$ cat src/rtl/gregorian_date_check_and_step_assert.svh
// assertion macros used by the top-level rtl file
`ifndef GREGORIAN_DATE_CHECK_AND_STEP_ASSERT_SVH
`define GREGORIAN_DATE_CHECK_AND_STEP_ASSERT_SVH

`ifndef NO_ASSERTIONS

// condition holds at every clock edge out of reset
`define GDCS_ASSERT_ALWAYS(lbl, clk, rst_n, cond) \
    lbl: assert property (@(posedge clk) disable iff (!(rst_n)) (cond)) \
        else $error("assertion failed: condition does not hold");

// antecedent implies consequent in the next cycle
`define GDCS_ASSERT_NEXT(lbl, clk, rst_n, ante, cons) \
    lbl: assert property (@(posedge clk) disable iff (!(rst_n)) (ante) |=> (cons)) \
        else $error("assertion failed: expected follow-up did not occur");

`else

`define GDCS_ASSERT_ALWAYS(lbl, clk, rst_n, cond)
`define GDCS_ASSERT_NEXT(lbl, clk, rst_n, ante, cons)

`endif

`endif

$ cat src/rtl/gdcs_pkg.sv
// types, constants and the month length helper function for the gregorian date checker
package gdcs_pkg;

    localparam int DAY_W   = 5;
    localparam int MONTH_W = 4;
    localparam int YEAR_W  = 16;

    // year / 25 as (year * DIV25_MUL) >> DIV25_SHIFT, exact for 16-bit years
    localparam int DIV25_MUL_W = 17;
    localparam logic [DIV25_MUL_W-1:0] DIV25_MUL = 17'd83887;
    localparam int DIV25_SHIFT = 21;
    localparam int PROD_W      = YEAR_W + DIV25_MUL_W;
    localparam int QUOT_W      = PROD_W - DIV25_SHIFT;

    localparam logic [MONTH_W-1:0] MONTH_JAN = 4'd1;
    localparam logic [MONTH_W-1:0] MONTH_FEB = 4'd2;
    localparam logic [MONTH_W-1:0] MONTH_APR = 4'd4;
    localparam logic [MONTH_W-1:0] MONTH_JUN = 4'd6;
    localparam logic [MONTH_W-1:0] MONTH_SEP = 4'd9;
    localparam logic [MONTH_W-1:0] MONTH_NOV = 4'd11;
    localparam logic [MONTH_W-1:0] MONTH_DEC = 4'd12;

    localparam logic [DAY_W-1:0] DAY_FIRST    = 5'd1;
    localparam logic [DAY_W-1:0] LEN_FEB      = 5'd28;
    localparam logic [DAY_W-1:0] LEN_FEB_LEAP = 5'd29;
    localparam logic [DAY_W-1:0] LEN_SHORT    = 5'd30;
    localparam logic [DAY_W-1:0] LEN_LONG     = 5'd31;

    typedef struct packed {
        logic [DAY_W-1:0]   day_in;
        logic [MONTH_W-1:0] month_in;
        logic [YEAR_W-1:0]  year_in;
    } t_date_in;

    typedef struct packed {
        logic               date_ok;
        logic [DAY_W-1:0]   prev_day;
        logic [MONTH_W-1:0] prev_month;
        logic [YEAR_W-1:0]  prev_year;
        logic [DAY_W-1:0]   next_day;
        logic [MONTH_W-1:0] next_month;
        logic [YEAR_W-1:0]  next_year;
    } t_date_out;

    // checked date with the month lengths needed for stepping
    typedef struct packed {
        t_date_in         date;
        logic             ok;
        logic [DAY_W-1:0] cur_len;
        logic [DAY_W-1:0] prv_len;
    } t_date_chk;

    function automatic logic [DAY_W-1:0] month_len(input logic [MONTH_W-1:0] m,
                                                   input logic leap);
        logic [DAY_W-1:0] len;
        unique case (m) inside
            MONTH_FEB:                               len = leap ? LEN_FEB_LEAP : LEN_FEB;
            MONTH_APR, MONTH_JUN, MONTH_SEP, MONTH_NOV: len = LEN_SHORT;
            default:                                 len = LEN_LONG;
        endcase
        return len;
    endfunction

endpackage

$ cat src/rtl/gregorian_date_check_and_step.sv
// top level of the gregorian date checker with previous and next day
// usage:
//   input channel: i_valid / o_stall carry a request i_req with day, month
//     and year; a request is taken at a clock edge with i_valid high and
//     o_stall low
//   output channel: o_valid / i_stall carry o_rsp with the validity flag and
//     the previous and next dates, all zero for an invalid date
//   pipeline: one request per cycle sustained while i_stall stays low,
//     through the three register stages (divide by 25, leap and month
//     length check, day step)
//   stall: each stage holds when the stage after it is full and stalled,
//     so empty stages keep filling; o_stall rises only with all three full
//   reset: synchronous, active low, empties the pipeline; no clearing pass
module gregorian_date_check_and_step (
    input  logic                i_clk,
    input  logic                i_rst_n,
    input  logic                i_valid,
    output logic                o_stall,
    input  gdcs_pkg::t_date_in  i_req,
    output logic                o_valid,
    input  logic                i_stall,
    output gdcs_pkg::t_date_out o_rsp
);
    import gdcs_pkg::*;

    `include "gregorian_date_check_and_step_assert.svh"

    // stage valids and load enables
    logic              s1_valid;
    logic              s2_valid;
    logic              s3_valid;
    logic              s1_load;
    logic              s2_load;
    logic              s3_load;

    // stage payloads
    t_date_in          s1_date;
    logic [QUOT_W-1:0] s1_quot;
    t_date_chk         s2_chk;

    // a stage loads when it is empty or its contents move on
    assign s3_load = !s3_valid || !i_stall;
    assign s2_load = !s2_valid || s3_load;
    assign s1_load = !s1_valid || s2_load;
    assign o_stall = !s1_load;

    // divide year by 25 by reciprocal multiply
    gdcs_div u_div (
        .i_clk   (i_clk),
        .i_rst_n (i_rst_n),
        .i_load  (s1_load),
        .i_valid (i_valid),
        .i_date  (i_req),
        .o_valid (s1_valid),
        .o_date  (s1_date),
        .o_quot  (s1_quot)
    );

    // leap year, month lengths, validity
    gdcs_chk u_chk (
        .i_clk   (i_clk),
        .i_rst_n (i_rst_n),
        .i_load  (s2_load),
        .i_valid (s1_valid),
        .i_date  (s1_date),
        .i_quot  (s1_quot),
        .o_valid (s2_valid),
        .o_chk   (s2_chk)
    );

    // previous and next day, output register
    gdcs_step u_step (
        .i_clk   (i_clk),
        .i_rst_n (i_rst_n),
        .i_load  (s3_load),
        .i_valid (s2_valid),
        .i_chk   (s2_chk),
        .o_valid (s3_valid),
        .o_rsp   (o_rsp)
    );

    assign o_valid = s3_valid;

    // back-pressure only with a full pipeline and a stalled receiver
    `GDCS_ASSERT_ALWAYS(a_stall_full, i_clk, i_rst_n, !o_stall || (s1_valid && s2_valid && s3_valid && i_stall))
    // a taken request sits in the first stage next cycle
    `GDCS_ASSERT_NEXT(a_req_lands, i_clk, i_rst_n, i_valid && !o_stall, s1_valid)
    // a valid date always has a nonzero next and previous day and month
    `GDCS_ASSERT_ALWAYS(a_ok_dates, i_clk, i_rst_n, !(o_valid && o_rsp.date_ok) || (o_rsp.next_day != '0 && o_rsp.prev_day != '0 && o_rsp.next_month != '0 && o_rsp.prev_month != '0))
endmodule

$ cat src/rtl/gdcs_div.sv
// first stage: register the request and its year divided by 25
module gdcs_div (
    input  logic              i_clk,
    input  logic              i_rst_n,
    input  logic              i_load,
    input  logic              i_valid,
    input  gdcs_pkg::t_date_in i_date,
    output logic              o_valid,
    output gdcs_pkg::t_date_in o_date,
    output logic [gdcs_pkg::QUOT_W-1:0] o_quot
);
    import gdcs_pkg::*;

    logic              r_valid;
    t_date_in          r_date;
    logic [QUOT_W-1:0] r_quot;
    logic [PROD_W-1:0] n_prod;

    assign n_prod = PROD_W'(i_date.year_in) * PROD_W'(DIV25_MUL);

    always_ff @(posedge i_clk) begin
        if (!i_rst_n) begin
            r_valid <= 1'b0;
        end else if (i_load) begin
            r_valid <= i_valid;
        end
    end

    always_ff @(posedge i_clk) begin
        if (i_load && i_valid) begin
            r_date <= i_date;
            r_quot <= n_prod[PROD_W-1:DIV25_SHIFT];
        end
    end

    assign o_valid = r_valid;
    assign o_date  = r_date;
    assign o_quot  = r_quot;
endmodule

$ cat src/rtl/gdcs_chk.sv
// second stage: leap year, month lengths and validity
module gdcs_chk (
    input  logic               i_clk,
    input  logic               i_rst_n,
    input  logic               i_load,
    input  logic               i_valid,
    input  gdcs_pkg::t_date_in i_date,
    input  logic [gdcs_pkg::QUOT_W-1:0] i_quot,
    output logic               o_valid,
    output gdcs_pkg::t_date_chk o_chk
);
    import gdcs_pkg::*;

    logic              r_valid;
    t_date_chk         r_chk;
    t_date_chk         n_chk;
    logic [YEAR_W-1:0] quot25;
    logic              div25;
    logic              leap;
    logic              month_ok;

    // q * 25 as shifts and adds
    assign quot25 = (YEAR_W'(i_quot) << 4) + (YEAR_W'(i_quot) << 3) + YEAR_W'(i_quot);
    assign div25  = (quot25 == i_date.year_in);
    // by 4 and not by 100, or by 400 (100 = 4*25, 400 = 16*25)
    assign leap   = ((i_date.year_in[1:0] == 2'd0) && !div25)
                 || ((i_date.year_in[3:0] == 4'd0) && div25);
    assign month_ok = (i_date.month_in >= MONTH_JAN) && (i_date.month_in <= MONTH_DEC);

    always_comb begin
        n_chk.date    = i_date;
        n_chk.cur_len = month_len(i_date.month_in, leap);
        n_chk.prv_len = month_len(i_date.month_in - MONTH_JAN, leap);
        n_chk.ok      = month_ok && (i_date.day_in >= DAY_FIRST)
                     && (i_date.day_in <= n_chk.cur_len);
    end

    always_ff @(posedge i_clk) begin
        if (!i_rst_n) begin
            r_valid <= 1'b0;
        end else if (i_load) begin
            r_valid <= i_valid;
        end
    end

    always_ff @(posedge i_clk) begin
        if (i_load && i_valid) begin
            r_chk <= n_chk;
        end
    end

    assign o_valid = r_valid;
    assign o_chk   = r_chk;
endmodule

$ cat src/rtl/gdcs_step.sv
// third stage: previous and next date into the output register
module gdcs_step (
    input  logic                i_clk,
    input  logic                i_rst_n,
    input  logic                i_load,
    input  logic                i_valid,
    input  gdcs_pkg::t_date_chk i_chk,
    output logic                o_valid,
    output gdcs_pkg::t_date_out o_rsp
);
    import gdcs_pkg::*;

    logic      r_valid;
    t_date_out r_rsp;
    t_date_out n_rsp;

    always_comb begin
        n_rsp = '0;
        if (i_chk.ok) begin
            n_rsp.date_ok = 1'b1;
            if (i_chk.date.day_in > DAY_FIRST) begin
                n_rsp.prev_day   = i_chk.date.day_in - DAY_FIRST;
                n_rsp.prev_month = i_chk.date.month_in;
                n_rsp.prev_year  = i_chk.date.year_in;
            end else if (i_chk.date.month_in == MONTH_JAN) begin
                n_rsp.prev_day   = LEN_LONG;
                n_rsp.prev_month = MONTH_DEC;
                n_rsp.prev_year  = i_chk.date.year_in - YEAR_W'(1);
            end else begin
                n_rsp.prev_day   = i_chk.prv_len;
                n_rsp.prev_month = i_chk.date.month_in - MONTH_JAN;
                n_rsp.prev_year  = i_chk.date.year_in;
            end
            if (i_chk.date.day_in < i_chk.cur_len) begin
                n_rsp.next_day   = i_chk.date.day_in + DAY_FIRST;
                n_rsp.next_month = i_chk.date.month_in;
                n_rsp.next_year  = i_chk.date.year_in;
            end else if (i_chk.date.month_in == MONTH_DEC) begin
                n_rsp.next_day   = DAY_FIRST;
                n_rsp.next_month = MONTH_JAN;
                n_rsp.next_year  = i_chk.date.year_in + YEAR_W'(1);
            end else begin
                n_rsp.next_day   = DAY_FIRST;
                n_rsp.next_month = i_chk.date.month_in + MONTH_JAN;
                n_rsp.next_year  = i_chk.date.year_in;
            end
        end
    end

    always_ff @(posedge i_clk) begin
        if (!i_rst_n) begin
            r_valid <= 1'b0;
        end else if (i_load) begin
            r_valid <= i_valid;
        end
    end

    always_ff @(posedge i_clk) begin
        if (i_load && i_valid) begin
            r_rsp <= n_rsp;
        end
    end

    assign o_valid = r_valid;
    assign o_rsp   = r_rsp;
endmodule
$ cat config.mk
export PLATFORM = sky130hd
export DESIGN_NAME = gregorian_date_check_and_step
export DESIGN_NICKNAME = d
export VERILOG_FILES = /design/src/rtl/gdcs_pkg.sv /design/src/rtl/gregorian_date_check_and_step.sv /design/src/rtl/gdcs_div.sv /design/src/rtl/gdcs_chk.sv /design/src/rtl/gdcs_step.sv
export VERILOG_INCLUDE_DIRS = /design/src /design/src/rtl
export SDC_FILE = /design/constraint.sdc
export NUM_CORES = 1
export LEC_CHECK = 0
export ABC_AREA = 1
export BUFFER_PORTS_ARGS = -buffer_cell sky130_fd_sc_hd__buf_2
export CAP_MARGIN = 30
export CORE_MARGIN = 1
export CORE_UTILIZATION = 45
export DETAILED_ROUTE_END_ITERATION = 8
export GPL_TIMING_DRIVEN = 0
export PLACE_DENSITY = 0.68
export SLEW_MARGIN = 20
export SYNTH_ARGS = -nofsm -noshare
export SYNTH_HDL_FRONTEND = slang
export SYNTH_SLANG_ARGS = --single-unit
$ cat constraint.sdc
create_clock -name i_clk -period 9.25 [get_ports i_clk]
set_clock_uncertainty 0.05 [all_clocks]
set_input_delay 1.85 -clock i_clk [delete_from_list [all_inputs] [get_ports i_clk]]
set_output_delay 1.85 -clock i_clk [all_outputs]
set_load 0.02 [all_outputs]
* After elaboration in Yosys (flattened, before gate mapping) *
Cells that the tools add are included.

storage, ports and cells
  flip-flop bits (word level) = 127
  latch bits = 0
  RAM bits = 0
  memory bits (read-only) = 0
  input bits = 29
  output and inout port bits = 53
  logic and storage cells = 79
  memories kept = 0

cells by class
  $add $sub $neg = 9
  multipliers = 1
  divide/modulo/power cells = 0
  magnitude comparators = 6
  equality and inequality tests = 13
  shifts and indexed selects = 0
  mux-type cells = 8
  bitwise operators = 0
  reduce and logical (&&, ||, !) cells = 22

operators by type and width
  operator                  count
  $mux W25                  3
  $mux W51                  1
  $mul A16 B17 Y33 const B  1
  $eq A4 B4 Y1 const B      5
  $mux W20                  1
  $add A16 B1 Y16 const B   1
  $add A16 B12 Y16          1
  $add A16 B15 Y16          1
  $eq A16 B16 Y1            1
  $eq A4 B3 Y1 const B      4
  $sub A16 B1 Y16 const B   1
  $pmux W5 S2               1
  $eq A4 B2 Y1 const B      2
  $logic_and A1 B1 Y1       8
  $reduce_or A4 Y1          2
  $sub A4 B1 Y4 const B     2
  $logic_not A1 Y1          6
  $add A5 B1 Y5 const B     1
  $ge A5 B1 Y1 const B      1
  $gt A5 B1 Y1 const B      1
  $le A5 B5 Y1              1
  $lt A5 B5 Y1              1
  $sub A5 B1 Y5 const B     1
  $add A4 B1 Y4 const B     1
  8 further kinds           11

* Longest topological paths before layout *
Gate-level depths: netlist (run 1).

  depth in word-level cells = 10
  gate-level depth with buffers = 23
  depth with buffers taken out = 23

* Modules after synthesis *
From an unflattened synthesis (run 1), not the netlist that was laid out.

second synthesis, totals
  cells, all modules = 1444
  area, all modules = 12444.4 µm²

by module, submodules not included
  module                         instances  cells each  area each (µm²)  seq. area each (µm²)
  gdcs_div                       1          793         6912.9           1131.1
  gdcs_step                      1          381         3199.3           1551.5
  gdcs_chk                       1          265         2302.2           920.9
  gregorian_date_check_and_step  1          5           30.0             0.0

* Worst setup path after synthesis (run 1) *
No wires, ideal clock.

  path kind = input -> register
  start = input i_req[13] in the netlist's numbering
  end = register u_div.r_quot[8], in the netlist u_div.o_quot[8], data pin
  library setup time = 252 ps
  data arrival time = 6321 ps
  required time = 8948 ps
  path slack = 2627 ps
  stages = 19
  buffers on the path = 0
  path through = fa_1 -> inv_1 -> fa_1 -> inv_1 -> fa_1 -> fa_1 -> fa_1 -> inv_1 -> fa_1 -> inv_1 -> ha_1 -> nand2_1 -> inv_1 -> a21oi_1 -> o21ai_1 -> a221oi_1 -> nand2_1 -> nand2_1 -> nand2_1

between the ends
  longest elaborated chain between the ends = 1

RTL lines
  element                     RTL line                             text
  start: declaration          gregorian_date_check_and_step.sv:19  input gdcs_pkg::t_date_in i_req,
  $mul A16 B17 Y33            gdcs_div.sv:19                       assign n_prod = PROD_W'(i_date.year_in) * PROD_W'(DIV25_MUL);
  named net u_div.n_prod[29]  gdcs_div.sv:17                       logic [PROD_W-1:0] n_prod;
  end signal: assignment      gdcs_div.sv:32                       r_quot <= n_prod[PROD_W-1:DIV25_SHIFT];
  end: declaration            gdcs_div.sv:16                       logic [QUOT_W-1:0] r_quot;

The timed path passes the listed nets, and every way through them passes these cells.
A chain may end at the register's enable or synchronous reset.

* Worst setup path after layout (run 1) *
  start = input i_req[10] in the netlist's numbering
  end = register u_div.r_quot[8], in the netlist u_div.o_quot[8], data pin

The elaborated chain is that of the path after synthesis.

==> reports/results.ini, run 1 <==
[run_status]
status = finished clean

[synthesis]
synth_top_area_share_pct = 30.5
synthArstFlopShare_pct = 0
syn-num-nets = 1525
yosysSeqAreaShare_pct = 31.0
avgSynthCellArea_um2 = 9.43
synthCells = 1231
synthFlopType = edfxtp_1
yosysUniqueCellTypes = 45
synth_top_cell_by_area = edfxtp_1
ys_top_cells_by_area = edfxtp_1, fa_1, ha_1, inv_1, nand2_1
synthesis.yosys.warnings = 0
synth-seq-cells = 121
synth_edf_count = 118
syn_area_um2 = 11600

[place]
gp_congestion = 0.870
dp_slack_ns = 1.98
dp.cells = 1646
placed_area_um2 = 12500
port-buffer-count = 81
hpwl_um = 20100

[cts]
htreeDepth = 4
ctsLongestPathBuffers = 2
cts_buffers = 17
postCtsHoldBufs = 0
cts_tree = done
clkSinkCount = 121
cts_resized = 0
cts_root_buf = clkbuf_16
insertion_delay_ns = 0.42
clk_pin_slew_ns = 0.06
cts_setup_buffers = 0

[pwr]
vdd_ir_drop_max_v = 0.000213
comb_power_share_pct = 70.7
p_int_mw = 2.43
swShare_pct = 49.7
total_power_mw = 4.83
switchingPower_mw = 2.40
p_clk_share_pct = 13.7
p_leak_nw = 6.48
power_frac_seq_pct = 15.6
p_per_area_nw_per_um2 = 368

[finish]
nets = 1629
multi_input_area_um2 = 6910
fin_util_pct = 52.0
finalNonFillerCells = 1678
drive_gt1_share_pct = 10.7
regArea_um2 = 3600
fin_area_um2 = 13100
num_antenna_cells = 0
area_growth_pct = 13.2
n_fill_cell = 2285

[worst_setup_path]
arrival_ns = 6.96
path_common_cell = fa_1
cp_max_fo = 6
slowest_delay_ns = 0.62
required_ns = 9.38
cp_cell_sequence = buf_2 > fa_1 > fa_1 > inv_1 > fa_1 > inv_1 > fa_1 > fa_1 > fa_1 > ha_1 > nand2_1 > inv_1 > a21oi_1 > o21ai_1 > a221oi_1 > nand2_1 > nand2_1 > nand2_1
worstSetupPathType = primary input to flip-flop
cpMaxStageDelayCell = fa_1
worst_setup_path_end_kind = flip-flop
start_kind = primary input

[grt]
overflow = 0
antenna_found_initial = 0
grt_pass1_wl_um = 39600
grt_max_degree = 31
grtUsageTotal_pct = 19.1
grt_pass1_vias = 8377

[routing]
drt_iter0_markers = 440
viasPerCell = 4.98
vias = 8356
drc_errors = 0
ant_nets = 0
first_pass_iters = 5
wl_um = 23800
post_drt_wl_per_cell_um = 14.2

[timing]
worst_slack_ns = 2.42
final.min_clock_period_ns = 6.83
timing.fmax_mhz = 146
setup_violations = 0
period_share_pct = 73.9
maxSlewHeadroom_pct = 61.1
maxSlewViolCount = 0
rsz0062_at_grt = no
whs_ns = 0.418
fin_tns_setup_ns = 0
hold_viol = 0
tightest_slew_ns = 0.584

[hold_path]
hp-class = flip-flop to flip-flop

[floorplan]
start_util_pct = 46.0
rows = 58
die_x_um = 163
coreArea_um2 = 25300
die_y_um = 163
dieArea_um2 = 26400
io_pins = 82

[flow_run]
maxCapViolations = 0

-- state kept, by name, summed over array words and instances, names as in the netlist --
signal	cells
u_div.o_quot	12
u_div.o_valid	1
u_chk.o_valid	1
u_step.o_valid	1
u_chk.o_chk	30
u_div.o_date	25
u_step.o_rsp	51
-- cells in the final DEF (no fill, tap or decap), drive strengths merged, types with 7 or more instances in the layout --
master / Yosys / layout
inv: 277 / 280
nand2: 190 / 190
ha: 159 / 159
edfxtp: 118 / 118
fa: 106 / 106
nor2: 94 / 94
buf: 1 / 86
a21oi: 68 / 68
nand3: 40 / 40
o21ai: 40 / 40
clkbuf: 12 / 29
xor2: 26 / 26
nor3: 21 / 21
nand4: 11 / 11
xnor2: 10 / 10
clkinv: 4 / 10
a31oi: 8 / 8
a21o: 7 / 7
nor4: 7 / 7
-- routing by layer --
layer	share of wire [%]	GRT usage, %
met5	0	0
met1	44	23.5
met3	3.4	2.04
met4	2.0	5.99
met2	51	34.8
-- synth_stat cells (3+ instances only) --
| library cell | instances |
|---|---|
| a211oi_1 | 5 |
| a21o_1 | 7 |
| a21oi_1 | 68 |
| a31oi_1 | 8 |
| clkbuf_1 | 12 |
| clkinv_1 | 4 |
| dfxtp_1 | 3 |
| edfxtp_1 | 118 |
| fa_1 | 106 |
| ha_1 | 159 |
| inv_1 | 273 |
| inv_2 | 3 |
| nand2_1 | 188 |
| nand3_1 | 38 |
| nand3b_1 | 6 |
| nand4_1 | 10 |
| nor2_1 | 86 |
| nor2_2 | 4 |
| nor3_1 | 19 |
| nor4_1 | 7 |
| o21ai_0 | 30 |
| o21ai_1 | 10 |
| xnor2_1 | 10 |
| xor2_1 | 26 |
-- worst max-delay path, delay by kind of cell --
kind | cells | cell delay, ns
adder cells (fa/ha/maj) | 7 | 3.64
AO/OA/AOI/OAI | 3 | 0.76
AND/OR/NAND/NOR | 4 | 0.33
buffers and inverters | 4 | 0.37
-- logic make-up after synthesis --
kind of cell	count (synthesis)	share of synthesized area (%)
compound gates	137	6.48
xor+xnor	36	2.72
fa+ha+maj	265	35.4
buf+inv	294	9.59
flops	121	31.0
simple gates	378	14.8
-- layout make-up --
type                       count  share of cell area [%]
inverter                     281                    8.05
multi-input combinational    816                    52.6
clock buffer                  17                    3.24
tap                          330                    3.14
buffer                        13                   0.429
timing repair buffer          85                    3.77
sequential                   121                    27.4
clock inverter                15                    1.33
-- worst paths after layout --
check	startpoint	endpoint	slack, ns	depth (start not counted)
worst max-delay path	i_req[10]	u_div.o_quot[8]$_DFFE_PP_	2.42	18
worst min-delay path	u_div.o_valid$_SDFFE_PN0N_	u_chk.o_valid$_SDFFE_PN0P_	0.42	2
worst max register to register	u_div.o_quot[1]$_DFFE_PP_	u_chk.o_chk[10]$_DFFE_PP_	5.30	22
worst min register to register	u_div.o_valid$_SDFFE_PN0N_	u_chk.o_valid$_SDFFE_PN0P_	0.42	2
-- power by group through the flow --
stage | combinational (mW) | sequential [mW] | clock (mW)
6_report | 3.41 | 0.753 | 0.663
5_1_grt | 3.92 | 0.760 | 0.696
4_1_cts | 3.42 | 0.754 | 0.675
3_5_place_dp | 3.38 | 0.765 | 0
3_3_place_gp | 3.33 | 0.765 | 0
2_1_floorplan | 2.61 | 0.761 | 0
Power figures use the tool's default switching activity.
==> run 2: changes to the inputs <==
==> constraint.sdc (replaced) <==
create_clock -name i_clk -period 6.45 [get_ports i_clk]
set_clock_uncertainty 0.05 [all_clocks]
set_input_delay 1.29 -clock i_clk [delete_from_list [all_inputs] [get_ports i_clk]]
set_output_delay 1.29 -clock i_clk [all_outputs]
set_load 0.02 [all_outputs]
==> reports/results.ini, run 2 (synthesized netlist as in run 1, its figures left out) <==
[worst_setup_path]
slowest_delay_ns = 0.54  ; was 0.62 ns
r2r_slack_ns = 2.51  ; was 5.30 ns
arrival_ns = 6.32  ; was 6.96 ns
path_common_cell = fa_1  ; unchanged
required_ns = 6.56  ; was 9.38 ns
cp_max_fo = 6  ; unchanged
cp_cell_sequence = buf_2 > fa_2 > fa_1 > inv_1 > fa_1 > inv_1 > fa_1 > fa_1 > fa_1 > ha_1 > nand2_1 > nor4_1 > nand3_1 > nand3_1 > a31oi_1 > xor2_1  ; was buf_2 > fa_1 > fa_1 > inv_1 > fa_1 > inv_1 > fa_1 > fa_1 > fa_1 > ha_1 > nand2_1 > inv_1 > a21oi_1 > o21ai_1 > a221oi_1 > nand2_1 > nand2_1 > nand2_1
worst_setup_path_end_kind = flip-flop  ; unchanged
worstSetupPathType = primary input to flip-flop  ; unchanged
cpMaxStageDelayCell = fa_2  ; was fa_1
path_depth = 16  ; was 18
cp.buffers_inverters = 3  ; was 4
critPathTopFamily = adder cells  ; unchanged
r2r_cells = 22  ; unchanged
start_kind = primary input  ; unchanged

[routing]
drt_iter0_markers = 382  ; was 440
post_drt_wl_per_cell_um = 14.2  ; about the same
wl_um = 23800  ; about the same
ant_nets = 0  ; unchanged
vias = 8313  ; was 8356
first_pass_iters = 5  ; unchanged
drc_errors = 0  ; unchanged
viasPerCell = 4.95  ; was 4.98

[hold_path]
min_path_cells = 2  ; unchanged
hp-class = flip-flop to flip-flop  ; unchanged

[finish]
n_fill_cell = 2286  ; was 2285
largest_reg_flops = 51  ; unchanged
drive_gt1_share_pct = 11.1  ; was 10.7%
layout_commonest_cell = inv_1  ; unchanged
area_growth_pct = 13.4  ; was 13.2%
multi_input_area_um2 = 6950  ; was 6910 um2
num_antenna_cells = 0  ; unchanged
regArea_um2 = 3600  ; unchanged
layout_common_cells = inv_1, nand2_1, ha_1, edfxtp_1, fa_1  ; unchanged
nets = 1629  ; unchanged

[place]
gp_congestion = 0.870  ; unchanged
port-buffer-count = 81  ; unchanged
dp_slack_ns = -0.264  ; was 1.98 ns
hpwl_um = 20100  ; unchanged

[timing]
hold_viol = 0  ; unchanged
maxSlewViolCount = 0  ; unchanged
setup_violations = 0  ; unchanged
period_share_pct = 96.3
fin_tns_setup_ns = 0  ; unchanged
timing.fmax_mhz = 161
rsz0062_at_grt = no  ; unchanged
maxSlewHeadroom_pct = 56.8  ; was 61.1%
final.min_clock_period_ns = 6.21
worst_slack_ns = 0.237  ; was 2.42 ns
tightest_slew_ns = 0.643  ; was 0.584 ns

[cts]
cts_tree = done  ; unchanged
postCtsHoldBufs = 0  ; unchanged
htreeDepth = 4  ; unchanged
cts_buffers = 17  ; unchanged
ctsLongestPathBuffers = 2  ; unchanged
clk_pin_slew_ns = 0.06  ; about the same
insertion_delay_ns = 0.42  ; about the same
clkSinkCount = 121  ; unchanged
cts_root_buf = clkbuf_16  ; unchanged

[grt]
grt_max_degree = 31  ; unchanged
grtUsageTotal_pct = 19.1  ; unchanged
antenna_found_initial = 0  ; unchanged
grt_pass1_wl_um = 39600  ; unchanged
overflow = 0  ; unchanged
grt_pass1_vias = 8377  ; unchanged

[floorplan]
io_pins = 82  ; unchanged
die_y_um = 163  ; unchanged
dieArea_um2 = 26400  ; unchanged
coreArea_um2 = 25300  ; unchanged
start_util_pct = 46.0  ; unchanged
rows = 58  ; unchanged
die_x_um = 163  ; unchanged

[flow_run]
maxCapViolations = 0  ; unchanged

[pwr]
p_leak_nw = 6.49  ; was 6.48 nW
p_per_area_nw_per_um2 = 534  ; was 368 nW/um2
vdd_ir_drop_max_v = 0.000305  ; was 0.000213 V

[run_status]
status = finished clean  ; unchanged

run 2: changes by cell type in the layout (fill, tap and decap cells not counted):
cell,previous run,this run
a21oi_1,67,66
nor4_4,0,1
nor2_2,4,5
o21ai_2,0,1
a221oi_2,0,1
o21ai_1,10,9
a221oi_1,2,1
fa_2,0,1
a21oi_2,0,1
fa_1,106,105
nor4_1,7,6
nor2_1,85,84
run 2: final timing paths:
kind,from,to
worst min register to register,u_div.o_valid$_SDFFE_PN0N_,u_chk.o_valid$_SDFFE_PN0P_
worst min-delay path,u_div.o_valid$_SDFFE_PN0N_,u_chk.o_valid$_SDFFE_PN0P_
worst max register to register,u_div.o_quot[1]$_DFFE_PP_,u_chk.o_chk[10]$_DFFE_PP_
worst max-delay path,i_req[10],u_div.o_quot[9]$_DFFE_PP_
run 2: layout make-up:
| type | instances | area share [%] |
|---|---|---|
| timing repair buffer | 85 | 3.76 |
| buffer | 13 | 0.427 |
| inverter | 281 | 8.03 |
| sequential | 121 | 27.4 |
| clock buffer | 17 | 3.23 |
| tap | 330 | 3.13 |
| multi-input combinational | 816 | 52.7 |
| clock inverter | 15 | 1.33 |
run 2: through the flow:
stage          instance area [um2]  util [%]  hold WS, ns  total power [mW]  instances
2_1_floorplan                11600         -        0.376              4.84       1231
3_3_place_gp                 12400      49.2        0.405              5.87       1642
3_5_place_dp                 12500      49.6        0.412              5.94       1646
4_1_cts                      13100      52.0        0.420              6.95       1678
5_1_grt                      13200      52.2        0.444              7.81       1678
6_report                     13200      52.2        0.418              7.03       1678
run 2: repair_timing:
item | in CTS | in global routing
endpoints found under the setup margin | 0 | 5
gates resized for setup | 0 | 7
setup buffers | 0 | 0
run 2: layer usage:
layer  routed length (um)  vias up  global-route usage [%]
li1                     -     4184                       -
met1                10600     3929                    23.5
met2                12200      175                    34.8
met3                  665       25                    2.04
met4                  412        0                    5.99
met5                    0        -                       0
run 2: power by group:
group	internal [mW]	leakage, nW	switching (mW)
Clock	0.607	0.287	0.344
Combinational	1.89	5.06	3.11
Sequential	1.01	1.14	0.0721
run 2: tightest hold or removal path, cell delays in order, from the launching register on:
cell and delay (ns):
dfxtp_1 0.30, inv_1 0.06, a21oi_1 0.06
